[src/hw/rtl/nvt_pkg.sv]
package nvt_pkg;

  localparam int NAME_MAX_LEN  = 256;
  localparam int VALUE_MAX_LEN = 2048;

  localparam int NAME_CNT_W  = $clog2(NAME_MAX_LEN + 1);
  localparam int VALUE_CNT_W = $clog2(VALUE_MAX_LEN + 1);

  localparam int BYTE_W      = 8;
  localparam int NAME_LEN_W  = 8;
  localparam int VALUE_LEN_W = 11;

  typedef logic [1:0] role_t;
  localparam role_t ROLE_SKIP  = 2'd0;
  localparam role_t ROLE_NAME  = 2'd1;
  localparam role_t ROLE_VALUE = 2'd2;

  typedef logic [1:0] status_t;
  localparam status_t ST_NONE  = 2'd0;
  localparam status_t ST_PAIR  = 2'd1;
  localparam status_t ST_ERROR = 2'd2;

  localparam logic [BYTE_W-1:0] CH_NUL   = 8'h00;
  localparam logic [BYTE_W-1:0] CH_TAB   = 8'h09;
  localparam logic [BYTE_W-1:0] CH_LF    = 8'h0A;
  localparam logic [BYTE_W-1:0] CH_CR    = 8'h0D;
  localparam logic [BYTE_W-1:0] CH_SPACE = 8'h20;
  localparam logic [BYTE_W-1:0] CH_QUOTE = 8'h22;
  localparam logic [BYTE_W-1:0] CH_COMMA = 8'h2C;
  localparam logic [BYTE_W-1:0] CH_EQUAL = 8'h3D;

  typedef enum logic [2:0] {
    PH_SKIP,
    PH_NAME,
    PH_VLEAD,
    PH_PLAIN,
    PH_QUOTED,
    PH_AFTERQ,
    PH_HALT
  } phase_t;

  // space, TAB, LF, VT, FF, CR
  function automatic logic is_blank(input logic [BYTE_W-1:0] b);
    return (b == CH_SPACE) || (b >= CH_TAB && b <= CH_CR);
  endfunction

endpackage

[src/hw/rtl/nvt_if.sv]
interface nvt_byte_if;
  logic                      valid;
  logic                      ready;
  logic [nvt_pkg::BYTE_W-1:0] data_byte;
  logic                      buffer_end;

  modport source (output valid, output data_byte, output buffer_end, input ready);
  modport sink   (input valid, input data_byte, input buffer_end, output ready);
endinterface

interface nvt_token_if;
  logic                           valid;
  logic                           ready;
  nvt_pkg::role_t                 byte_role;
  logic [nvt_pkg::BYTE_W-1:0]     echo_byte;
  nvt_pkg::status_t               status;
  logic                           has_value;
  logic [nvt_pkg::NAME_LEN_W-1:0] name_length;
  logic [nvt_pkg::VALUE_LEN_W-1:0] value_length;
  logic                           end_seen;

  modport source (output valid, output byte_role, output echo_byte, output status,
                  output has_value, output name_length, output value_length,
                  output end_seen, input ready);
  modport sink   (input valid, input byte_role, input echo_byte, input status,
                  input has_value, input name_length, input value_length,
                  input end_seen, output ready);
endinterface

[src/hw/rtl/name_value_list_tokenizer.sv]
// Name/value list tokenizer.
// The bytes channel takes one buffer byte per request with buffer_end set on
// the last byte. The tokens channel returns one result per byte: the role of
// the byte (skipped, name, value), the byte itself, and on the byte that
// completes a pair its trimmed name and value lengths. A parse error (byte
// after a closing quote that is not a comma or CR, over-long name or value)
// gives status error; later bytes are ignored until a byte with buffer_end.
// A byte passes from the input register, which takes it when the request is
// accepted, to the result register, which the phase update loads. Throughput
// is one byte per cycle while the tokens receiver does not stall; the phase
// and length counters are updated in one step.
// Reset puts the parser in the separator-skipping phase with all counters
// cleared and both register stages empty. When the tokens receiver stalls,
// the result register holds, the input register still fills, and bytes.ready
// drops only once both stages are full.
module name_value_list_tokenizer (
  input  logic              clk,
  input  logic              rst,
  nvt_byte_if.sink          bytes,
  nvt_token_if.source       tokens
);
  import nvt_pkg::*;

  localparam logic [NAME_CNT_W-1:0]  NAME_MAX  = NAME_CNT_W'(NAME_MAX_LEN);
  localparam logic [VALUE_CNT_W-1:0] VALUE_MAX = VALUE_CNT_W'(VALUE_MAX_LEN);

  // input register
  logic              in_valid;
  logic [BYTE_W-1:0] in_byte;
  logic              in_end;

  // parser state
  phase_t                 phase, phase_next;
  logic [NAME_CNT_W-1:0]  name_count, name_count_next;
  logic [NAME_CNT_W-1:0]  name_trim, name_trim_next;
  logic [VALUE_CNT_W-1:0] value_count, value_count_next;
  logic [VALUE_CNT_W-1:0] value_trim, value_trim_next;

  // result register
  logic                   res_valid;
  role_t                  res_role, res_role_next;
  logic [BYTE_W-1:0]      res_byte;
  status_t                res_status, res_status_next;
  logic                   res_hv, res_hv_next;
  logic [NAME_LEN_W-1:0]  res_name_len, res_name_len_next;
  logic [VALUE_LEN_W-1:0] res_value_len, res_value_len_next;
  logic                   res_end;

  logic res_load, in_adv;

  assign res_load    = !res_valid || tokens.ready;
  assign in_adv      = in_valid && res_load;
  assign bytes.ready = !in_valid || res_load;

  always_ff @(posedge clk) begin
    if (rst) begin
      in_valid <= 1'b0;
    end else if (bytes.ready) begin
      in_valid <= bytes.valid;
    end
    if (bytes.ready && bytes.valid) begin
      in_byte <= bytes.data_byte;
      in_end  <= bytes.buffer_end;
    end
  end

  always_comb begin
    logic b_blank, done, err, hv, vbyte;
    phase_t ph;

    b_blank          = is_blank(in_byte);
    done             = 1'b0;
    err              = 1'b0;
    hv               = 1'b0;
    vbyte            = 1'b0;
    ph               = phase;
    name_count_next  = name_count;
    name_trim_next   = name_trim;
    value_count_next = value_count;
    value_trim_next  = value_trim;
    res_role_next    = ROLE_SKIP;

    // first non-separator byte opens a name
    if (phase == PH_SKIP && !(in_byte == CH_COMMA || b_blank)) begin
      name_count_next = '0;
      name_trim_next  = '0;
      ph              = PH_NAME;
    end

    unique case (ph)
      PH_NAME: begin
        if (in_byte == CH_COMMA || in_byte == CH_CR || in_byte == CH_LF) begin
          done = 1'b1;
        end else if (in_byte == CH_EQUAL || in_byte == CH_NUL) begin
          if (name_trim_next >= NAME_MAX) begin
            err = 1'b1;
          end else begin
            hv               = 1'b1;
            value_count_next = '0;
            value_trim_next  = '0;
            ph               = PH_VLEAD;
            done             = in_end;
          end
        end else begin
          res_role_next = ROLE_NAME;
          if (name_count_next < NAME_MAX) begin
            name_count_next = name_count_next + 1'b1;
          end
          if (!b_blank) begin
            name_trim_next = name_count_next;
          end
          done = in_end;
        end
        if (done && !hv && name_trim_next >= NAME_MAX) begin
          done = 1'b0;
          err  = 1'b1;
        end
      end
      PH_VLEAD: begin
        hv = 1'b1;
        if (b_blank && in_byte != CH_CR && in_byte != CH_LF) begin
          done = in_end;
        end else if (in_byte == CH_COMMA || in_byte == CH_CR) begin
          done = 1'b1;
        end else begin
          vbyte = 1'b1;
          ph    = (in_byte == CH_QUOTE) ? PH_QUOTED : PH_PLAIN;
          done  = in_end;
        end
      end
      PH_PLAIN: begin
        hv = 1'b1;
        if (in_byte == CH_COMMA || in_byte == CH_CR) begin
          done = 1'b1;
        end else begin
          vbyte = 1'b1;
          done  = in_end;
        end
      end
      PH_QUOTED: begin
        hv    = 1'b1;
        vbyte = 1'b1;
        if (in_byte == CH_QUOTE) begin
          ph = PH_AFTERQ;
        end
        done = in_end;
      end
      PH_AFTERQ: begin
        hv = 1'b1;
        if (in_byte == CH_COMMA || in_byte == CH_CR) begin
          done = 1'b1;
        end else begin
          err = 1'b1;
        end
      end
      default: begin
      end
    endcase

    if (vbyte) begin
      res_role_next    = ROLE_VALUE;
      value_count_next = value_count_next + 1'b1;
      if (!b_blank) begin
        value_trim_next = value_count_next;
      end
      if (value_count_next >= VALUE_MAX) begin
        err = 1'b1;
      end
    end

    if (err) begin
      done          = 1'b0;
      res_role_next = ROLE_SKIP;
      ph            = PH_HALT;
    end else if (done) begin
      ph = PH_SKIP;
    end
    if (in_end) begin
      ph = PH_SKIP;
    end
    phase_next = ph;

    res_status_next    = err ? ST_ERROR : (done ? ST_PAIR : ST_NONE);
    res_hv_next        = done && hv;
    res_name_len_next  = done ? name_trim_next[NAME_LEN_W-1:0] : '0;
    res_value_len_next = (done && hv) ? VALUE_LEN_W'(value_trim_next) : '0;
  end

  always_ff @(posedge clk) begin
    if (rst) begin
      phase       <= PH_SKIP;
      name_count  <= '0;
      name_trim   <= '0;
      value_count <= '0;
      value_trim  <= '0;
      res_valid   <= 1'b0;
    end else begin
      if (in_adv) begin
        phase       <= phase_next;
        name_count  <= name_count_next;
        name_trim   <= name_trim_next;
        value_count <= value_count_next;
        value_trim  <= value_trim_next;
      end
      if (res_load) begin
        res_valid <= in_valid;
      end
    end
    if (in_adv) begin
      res_role      <= res_role_next;
      res_byte      <= in_byte;
      res_status    <= res_status_next;
      res_hv        <= res_hv_next;
      res_name_len  <= res_name_len_next;
      res_value_len <= res_value_len_next;
      res_end       <= in_end;
    end
  end

  assign tokens.valid        = res_valid;
  assign tokens.byte_role    = res_role;
  assign tokens.echo_byte    = res_byte;
  assign tokens.status       = res_status;
  assign tokens.has_value    = res_hv;
  assign tokens.name_length  = res_name_len;
  assign tokens.value_length = res_value_len;
  assign tokens.end_seen     = res_end;

  a_end_resumes_skip: assert property (@(posedge clk) disable iff (rst)
    (in_adv && in_end) |=> (phase == PH_SKIP))
    else $error("buffer end did not return parser to skip");

  a_error_no_role: assert property (@(posedge clk) disable iff (rst)
    (res_valid && res_status == ST_ERROR) |-> (res_role == ROLE_SKIP && !res_hv))
    else $error("error result carries a role or value flag");

  a_value_needs_pair: assert property (@(posedge clk) disable iff (rst)
    (res_valid && res_hv) |-> (res_status == ST_PAIR))
    else $error("has_value without a completed pair");

  a_name_saturates: assert property (@(posedge clk) disable iff (rst)
    (name_count <= NAME_MAX) && (name_trim <= name_count))
    else $error("name counter out of range");

  a_halt_quiet: assert property (@(posedge clk) disable iff (rst)
    (in_adv && phase == PH_HALT) |=> (res_status == ST_NONE && res_role == ROLE_SKIP))
    else $error("byte after error produced output");

endmodule
[src/flat_wrapper.sv]
// flat-port wrapper written by rule: the top's interface ports become plain ports
module name_value_list_tokenizer_flat import nvt_pkg::*;
  (clk, rst, bytes_valid, bytes_data_byte, bytes_buffer_end, bytes_ready, tokens_valid, tokens_byte_role, tokens_echo_byte, tokens_status, tokens_has_value, tokens_name_length, tokens_value_length, tokens_end_seen, tokens_ready);
  nvt_byte_if bytes_i ();
  nvt_token_if tokens_i ();
  input  logic clk;
  input  logic rst;
  input wire logic [$bits(bytes_i.valid)-1:0] bytes_valid;
  input wire logic [$bits(bytes_i.data_byte)-1:0] bytes_data_byte;
  input wire logic [$bits(bytes_i.buffer_end)-1:0] bytes_buffer_end;
  output wire logic [$bits(bytes_i.ready)-1:0] bytes_ready;
  output wire logic [$bits(tokens_i.valid)-1:0] tokens_valid;
  output wire logic [$bits(tokens_i.byte_role)-1:0] tokens_byte_role;
  output wire logic [$bits(tokens_i.echo_byte)-1:0] tokens_echo_byte;
  output wire logic [$bits(tokens_i.status)-1:0] tokens_status;
  output wire logic [$bits(tokens_i.has_value)-1:0] tokens_has_value;
  output wire logic [$bits(tokens_i.name_length)-1:0] tokens_name_length;
  output wire logic [$bits(tokens_i.value_length)-1:0] tokens_value_length;
  output wire logic [$bits(tokens_i.end_seen)-1:0] tokens_end_seen;
  input wire logic [$bits(tokens_i.ready)-1:0] tokens_ready;
  assign bytes_i.valid = bytes_valid;
  assign bytes_i.data_byte = bytes_data_byte;
  assign bytes_i.buffer_end = bytes_buffer_end;
  assign bytes_ready = bytes_i.ready;
  assign tokens_valid = tokens_i.valid;
  assign tokens_byte_role = tokens_i.byte_role;
  assign tokens_echo_byte = tokens_i.echo_byte;
  assign tokens_status = tokens_i.status;
  assign tokens_has_value = tokens_i.has_value;
  assign tokens_name_length = tokens_i.name_length;
  assign tokens_value_length = tokens_i.value_length;
  assign tokens_end_seen = tokens_i.end_seen;
  assign tokens_i.ready = tokens_ready;
  name_value_list_tokenizer u_core (.clk(clk), .rst(rst), .bytes(bytes_i), .tokens(tokens_i));
endmodule
[config.mk]
export PLATFORM = sky130hd
export DESIGN_NAME = name_value_list_tokenizer_flat
export DESIGN_NICKNAME = d
export VERILOG_FILES = /design/src/hw/rtl/nvt_pkg.sv /design/src/hw/rtl/nvt_if.sv /design/src/hw/rtl/name_value_list_tokenizer.sv /design/src/flat_wrapper.sv
export SDC_FILE = /design/constraint.sdc
export NUM_CORES = 1
export LEC_CHECK = 0
export ABC_AREA = 1
export BUFFER_PORTS_ARGS = -buffer_cell sky130_fd_sc_hd__buf_2
export CAP_MARGIN = 10
export CORE_MARGIN = 2
export CORE_UTILIZATION = 55
export DETAILED_ROUTE_END_ITERATION = 16
export GPL_TIMING_DRIVEN = 0
export PLACE_DENSITY = 0.75
export SYNTH_ARGS = -nofsm -noshare
export SYNTH_HDL_FRONTEND = slang
export SYNTH_SLANG_ARGS = --single-unit
export TNS_END_PERCENT = 30
[constraint.sdc]
create_clock -name clk -period 3.21 [get_ports clk]
set_clock_uncertainty 0.2 [all_clocks]
set_input_delay 0.1605 -clock clk [delete_from_list [all_inputs] [get_ports clk]]
set_output_delay 0.1605 -clock clk [all_outputs]
set_load 0.02 [all_outputs]
# Word-level counts from Yosys, hierarchy flattened
# Cells that the tools add are included.
# Widths: inputs -> output; s select.
[totals] ff_bits=89 latchBits=0 ramBits=0 romBits=0 input_bits=13 output_inout_bits=35 wordCells=127 n_memories=0
[classes] n_addsub=2 n_mul=0 div=0 n_lt_le_gt_ge=6 n_eq_ne=13 n_shift=0 n_mux=64 bitwise=1 reduce_logical=24
[op_table] cell="$mux 12" n=11
[op_table] cell="$mux 9" n=11
[op_table] cell="$mux 3" n=11
[op_table] cell="$eq 8x6->1 const B" n=4
[op_table] cell="$mux 1" n=23
[op_table] cell="$ge 9x9->1 const B" n=2
[op_table] cell="$eq 8x4->1 const B" n=2
[op_table] cell="$ne 8x4->1 const B" n=2
[op_table] cell="$add 12x1->12 const B" n=1
[op_table] cell="$ge 12x12->1 const B" n=1
[op_table] cell="$add 9x1->9 const B" n=1
[op_table] cell="$logic_and 1x1->1" n=9
[op_table] cell="$lt 9x9->1 const B" n=1
[op_table] cell="$pmux 3 s3" n=1
[op_table] cell="$ge 8x4->1 const B" n=1
[op_table] cell="$le 8x4->1 const B" n=1
[op_table] cell="$logic_not 8->1" n=1
[op_table] cell="$reduce_or 4->1" n=2
[op_table] cell="$logic_or 1x1->1" n=7
[op_table] cell="$eq 3x2->1 const B" n=2
[op_table] cell="$eq 3x3->1 const B" n=2
[op_table] cell="$mux 2" n=3
[op_table] cell="$pmux 1 s5" n=1
[op_table] cell="$logic_not 1->1" n=4
[op_table] cell="5 further kinds" n=6

# Depth between registers and ports, before layout
[logic_depth] depth_word=21 mapped_depth=21

# Least setup slack after synthesis
# OpenSTA, ideal clock, no wires.
[synth_path] path_kind="register -> register" start="register u_core.in_byte[1]" end="register u_core.res_value_len[6], in the netlist u_core.tokens.value_length[6], data pin" arrival_time_ps=2428 setup_slack_ps=323 stages_incl_launch_ff=21 path_cell_list="edfxtp_1 -> nor2_1 -> nand2_1 -> nor2_1 -> nand2_1 -> nand3_4 -> inv_2 -> nor2_1 -> ha_1 -> nand2_1 -> nor2_1 -> nand2_1 -> o21ai_1 -> nand3_1 -> nand3_1 -> nand2_1 -> inv_1 -> nor2_8 -> nand2_2 -> buf_6 -> nor2_2"
[synth_via] elab_chain_len=21 elab_cells_between_ends=79
[synth_lines] item="start: declaration" line="name_value_list_tokenizer.sv:29" text="logic [BYTE_W-1:0] in_byte;"
[synth_lines] item="start signal: assignment" line="name_value_list_tokenizer.sv:62" text="in_byte <= bytes.data_byte;"
[synth_lines] item="parallel branches: the longest is 21 deep, another holds $ge 9x9->1"
[synth_lines] item="end signal: assignment" line="name_value_list_tokenizer.sv:215" text="res_value_len <= res_value_len_next;"
[synth_lines] item="end: declaration" line="name_value_list_tokenizer.sv:46" text="logic [VALUE_LEN_W-1:0] res_value_len, res_value_len_next;"
# Several ways; the timed one is not identified. The select of a mux whose other input is x is not followed.
# A chain may end at the register's enable or synchronous reset.

# Final worst setup path
[layout_path] start="register u_core.in_byte[7]" end="register u_core.res_value_len[1], in the netlist u_core.tokens.value_length[1], data pin"
# The elaborated chain is that of the path after synthesis.

==> flow_metrics.env <==
export IMPL_portBuffers=47
export IMPL_p_seq_share_pct=54.0
export IMPL_firstDrtPassIters=5
export IMPL_whs_ns=0.0619
export IMPL_status="completed"
export IMPL_finalPower_mw=2.32
export IMPL_drive_gt1_share_pct=21.9
export IMPL_postRouteAntennaNets=0
export IMPL_synthSimpleGateAreaFrac_pct=26.7
export IMPL_worst_setup_path_type="register to register"
export IMPL_clock_sinks=88
export IMPL_nFillCells=691
export IMPL_start_util_pct=56.8
export IMPL_p_sw_share_pct=27.2
export IMPL_fin_cells=790
export IMPL_antenna_cells=0
export IMPL_maxCapViolCount=0
export IMPL_power_leakage_nw=2.32
export IMPL_die_area_sq_mm=0.00924
export IMPL_setup_viol=0
export IMPL_num_io_pins=48
export IMPL_die_w_microns=96.1
export IMPL_hold_viol=0
export IMPL_final_area_sq_mm=0.00557
export IMPL_max_freq_mhz=316
export IMPL_dp_hpwl_microns=7750
export IMPL_grt_pass1_wl_microns=18000
export IMPL_routed_wl_microns=11300
export IMPL_synth_compound_area_share_pct=15.3
export IMPL_syn_to_final_growth_pct=19.4
export IMPL_placed_cell_area_sq_mm=0.00503
export IMPL_relSlewSlack_pct=36.8
export IMPL_gp_congestion=0.904
export IMPL_worst_setup_path_start_kind="register"
export IMPL_drt_iter0_markers=295
export IMPL_wl_per_cell_microns=14.3
export IMPL_yosysWarnings=0
export IMPL_rsz0062_at_grt="yes"
export IMPL_gr_usage_all_layers_pct=25.3
export IMPL_syn_inst=600
export IMPL_synth_edf_count=42
export IMPL_grt_pass1_vias=4002
export IMPL_worst_slack_ns=0.0457
export IMPL_worst_hold_path_type="input pin to register"
export IMPL_ys_types=44
export IMPL_drc=0
export IMPL_insertion_delay_ns=0.36
export IMPL_num_vias=4376
export IMPL_core_area_sq_mm=0.00822
export IMPL_ys_seq_elements=88
export IMPL_synth_ff_type="dfxtp_1"
export IMPL_antenna_found_initial=0
export IMPL_synth_nets=615
export IMPL_post_place_ws_ns=-0.108
export IMPL_via_per_inst=5.54
export IMPL_synthMuxAreaShare_pct=0
export IMPL_p_sw_mw=0.631
export IMPL_path_clk_slew_ns=0.10
export IMPL_ir_drop_uv=238
export IMPL_fin_tns_setup_ns=0
export IMPL_cts_tree="done"
export IMPL_p_per_area_mw_per_mm2=416
export IMPL_internal_power_mw=1.69
export IMPL_rows=33
export IMPL_path_max_fanout=5
export IMPL_avgSynthCellArea_sq_um=7.78
export IMPL_comb_power_share_pct=11.9
export IMPL_synth_top_family_by_area="simple AND/OR/NAND/NOR gates"
export IMPL_synthAdderAreaFrac_pct=0.536
export IMPL_synthArstFlopShare_pct=0
export IMPL_final_cell_mix="128 x nand2_1, 76 x inv_1, 50 x buf_2, 49 x nor2_1, 46 x dfxtp_1"
export IMPL_cp_end_kind="register"
export IMPL_htreeDepth=3
export IMPL_yosysSeqAreaShare_pct=46.8
export IMPL_fin_crit_ns=3.16
export IMPL_clock_path_buffers=2
export IMPL_utilization_pct=67.8
export IMPL_final_common_cell="nand2_1"
export IMPL_worst_endpoint_required_ns=3.14
export IMPL_synth_cell_area_sq_mm=0.00467
export IMPL_synth_xor_area_share_pct=1.13
export IMPL_placed_cells=752
export IMPL_cp_arrival_ns=3.09
export IMPL_cts_made_buffers=9
export IMPL_grt_max_degree=43
export IMPL_min_period_over_period_pct=98.6
export IMPL_drv_slew=0
export IMPL_gr_total_overflow=0
export IMPL_p_clk_share_pct=34.1
export IMPL_fin_nets=695
export IMPL_worstMarginPinSlew_ns=0.949
export IMPL_die_h_microns=96.1
export IMPL_clockRootBuffer="clkbuf_8"
## cells in the mapped netlist (4+ instances only)
master | instances | area [sq um]
a21oi_1 | 45 | 225
clkbuf_1 | 15 | 56.3
dfxtp_1 | 46 | 921
edfxtp_1 | 42 | 1260
inv_1 | 77 | 289
inv_2 | 8 | 30.0
nand2_1 | 135 | 507
nand2_2 | 7 | 43.8
nand3_1 | 34 | 170
nand3_2 | 4 | 40.0
nand4_1 | 4 | 25.0
nor2_1 | 55 | 206
nor2_2 | 15 | 93.8
nor2_4 | 5 | 56.3
nor3_1 | 4 | 20.0
o211ai_1 | 19 | 143
o21ai_0 | 33 | 165
o21ai_1 | 7 | 35.0
xor2_1 | 6 | 52.6
## path summary, 6_finish.rpt
check                                           from                             to  slack (ns)  depth (start not counted)
worst max-delay path               u_core.in_byte[7]  u_core.tokens.value_length[1]        0.05                         21
worst min-delay path                             rst            u_core.name_trim[6]        0.06                          4
worst max register to register     u_core.in_byte[7]  u_core.tokens.value_length[1]        0.05                         21
worst min register to register  u_core.name_count[2]           u_core.name_count[2]        0.27                          2
## sequential cells by signal, summed over array words and instances, names as in the netlist, 2 cells and up
name,count
u_core.in_byte,8
u_core.name_count,9
u_core.name_trim,9
u_core.phase,3
u_core.tokens.byte_role,2
u_core.tokens.echo_byte,8
u_core.tokens.name_length,8
u_core.tokens.status,2
u_core.tokens.value_length,11
u_core.value_count,12
u_core.value_trim,11
## power by group through the flow
stage / Combinational, mW / Sequential, mW / Clock, mW
after floorplan: 0.149 / 1.30 / 0
final: 0.276 / 1.25 / 0.790
after global placement: 0.239 / 1.28 / 0
after CTS: 0.266 / 1.25 / 0.801
after global routing: 0.306 / 1.26 / 0.839
after detailed placement: 0.245 / 1.28 / 0
## kinds of logic (layout without fill, tap and decap cells)
family                     count (synthesis)  count (layout)
AOI/OAI and AO/OA                        122             122
adders and majority gates                  2               2
DFF                                       88              88
and+or+nand+nor                          271             271
xor gates and xnor gates                   6               6
buffers and inverters                    111             196
## area by class of cell
| class | count | area, sq um | area share [%] |
|---|---|---|---|
| plain buffers | 23 | 124 | 2.22 |
| inverters | 88 | 334 | 5.99 |
| multi-input cells | 401 | 2140 | 38.4 |
| flip-flops and latches | 88 | 2180 | 39.2 |
| clock inverters | 7 | 76.3 | 1.37 |
| clock buffers | 9 | 124 | 2.22 |
| well taps | 105 | 131 | 2.36 |
| repair buffers | 69 | 460 | 8.26 |
## worst max-delay path, cell delays in order (launching register included)
cell       delay [ns]
edfxtp_1         0.45
nor2_4           0.16
nand2_2          0.09
nor2_2           0.16
nor2_2           0.07
nand3_4          0.14
buf_4            0.13
nand2_1          0.04
inv_1            0.07
ha_1             0.16
nand2_1          0.07
nor2_2           0.11
nand2_2          0.08
o21ai_2          0.19
nand3_2          0.12
nand2_2          0.11
a21oi_4          0.09
nand2_4          0.12
nor2_8           0.05
nand2_4          0.10
clkbuf_16        0.16
nor2_2           0.03
## metal layers
| layer | track usage (%) | vias up | wire, microns |
|---|---|---|---|
| met5 | 0 | - | 0 |
| met4 | 12.1 | 0 | 243 |
| met3 | 5.25 | 29 | 822 |
| met2 | 40.9 | 206 | 5390 |
| met1 | 32.2 | 2009 | 4850 |
| li1 | - | 2132 | - |
## repair_timing
action / in CTS / in global routing
hold buffers: 12 / 0
gates resized for setup: 1 / 33
setup buffers: 5 / 4
gates cloned: 0 / 1
endpoints found under the setup margin: 14 / 32
pin swaps: 1 / 9
hold endpoints to repair: 11 / 0
(Power assumes the default switching activity.)
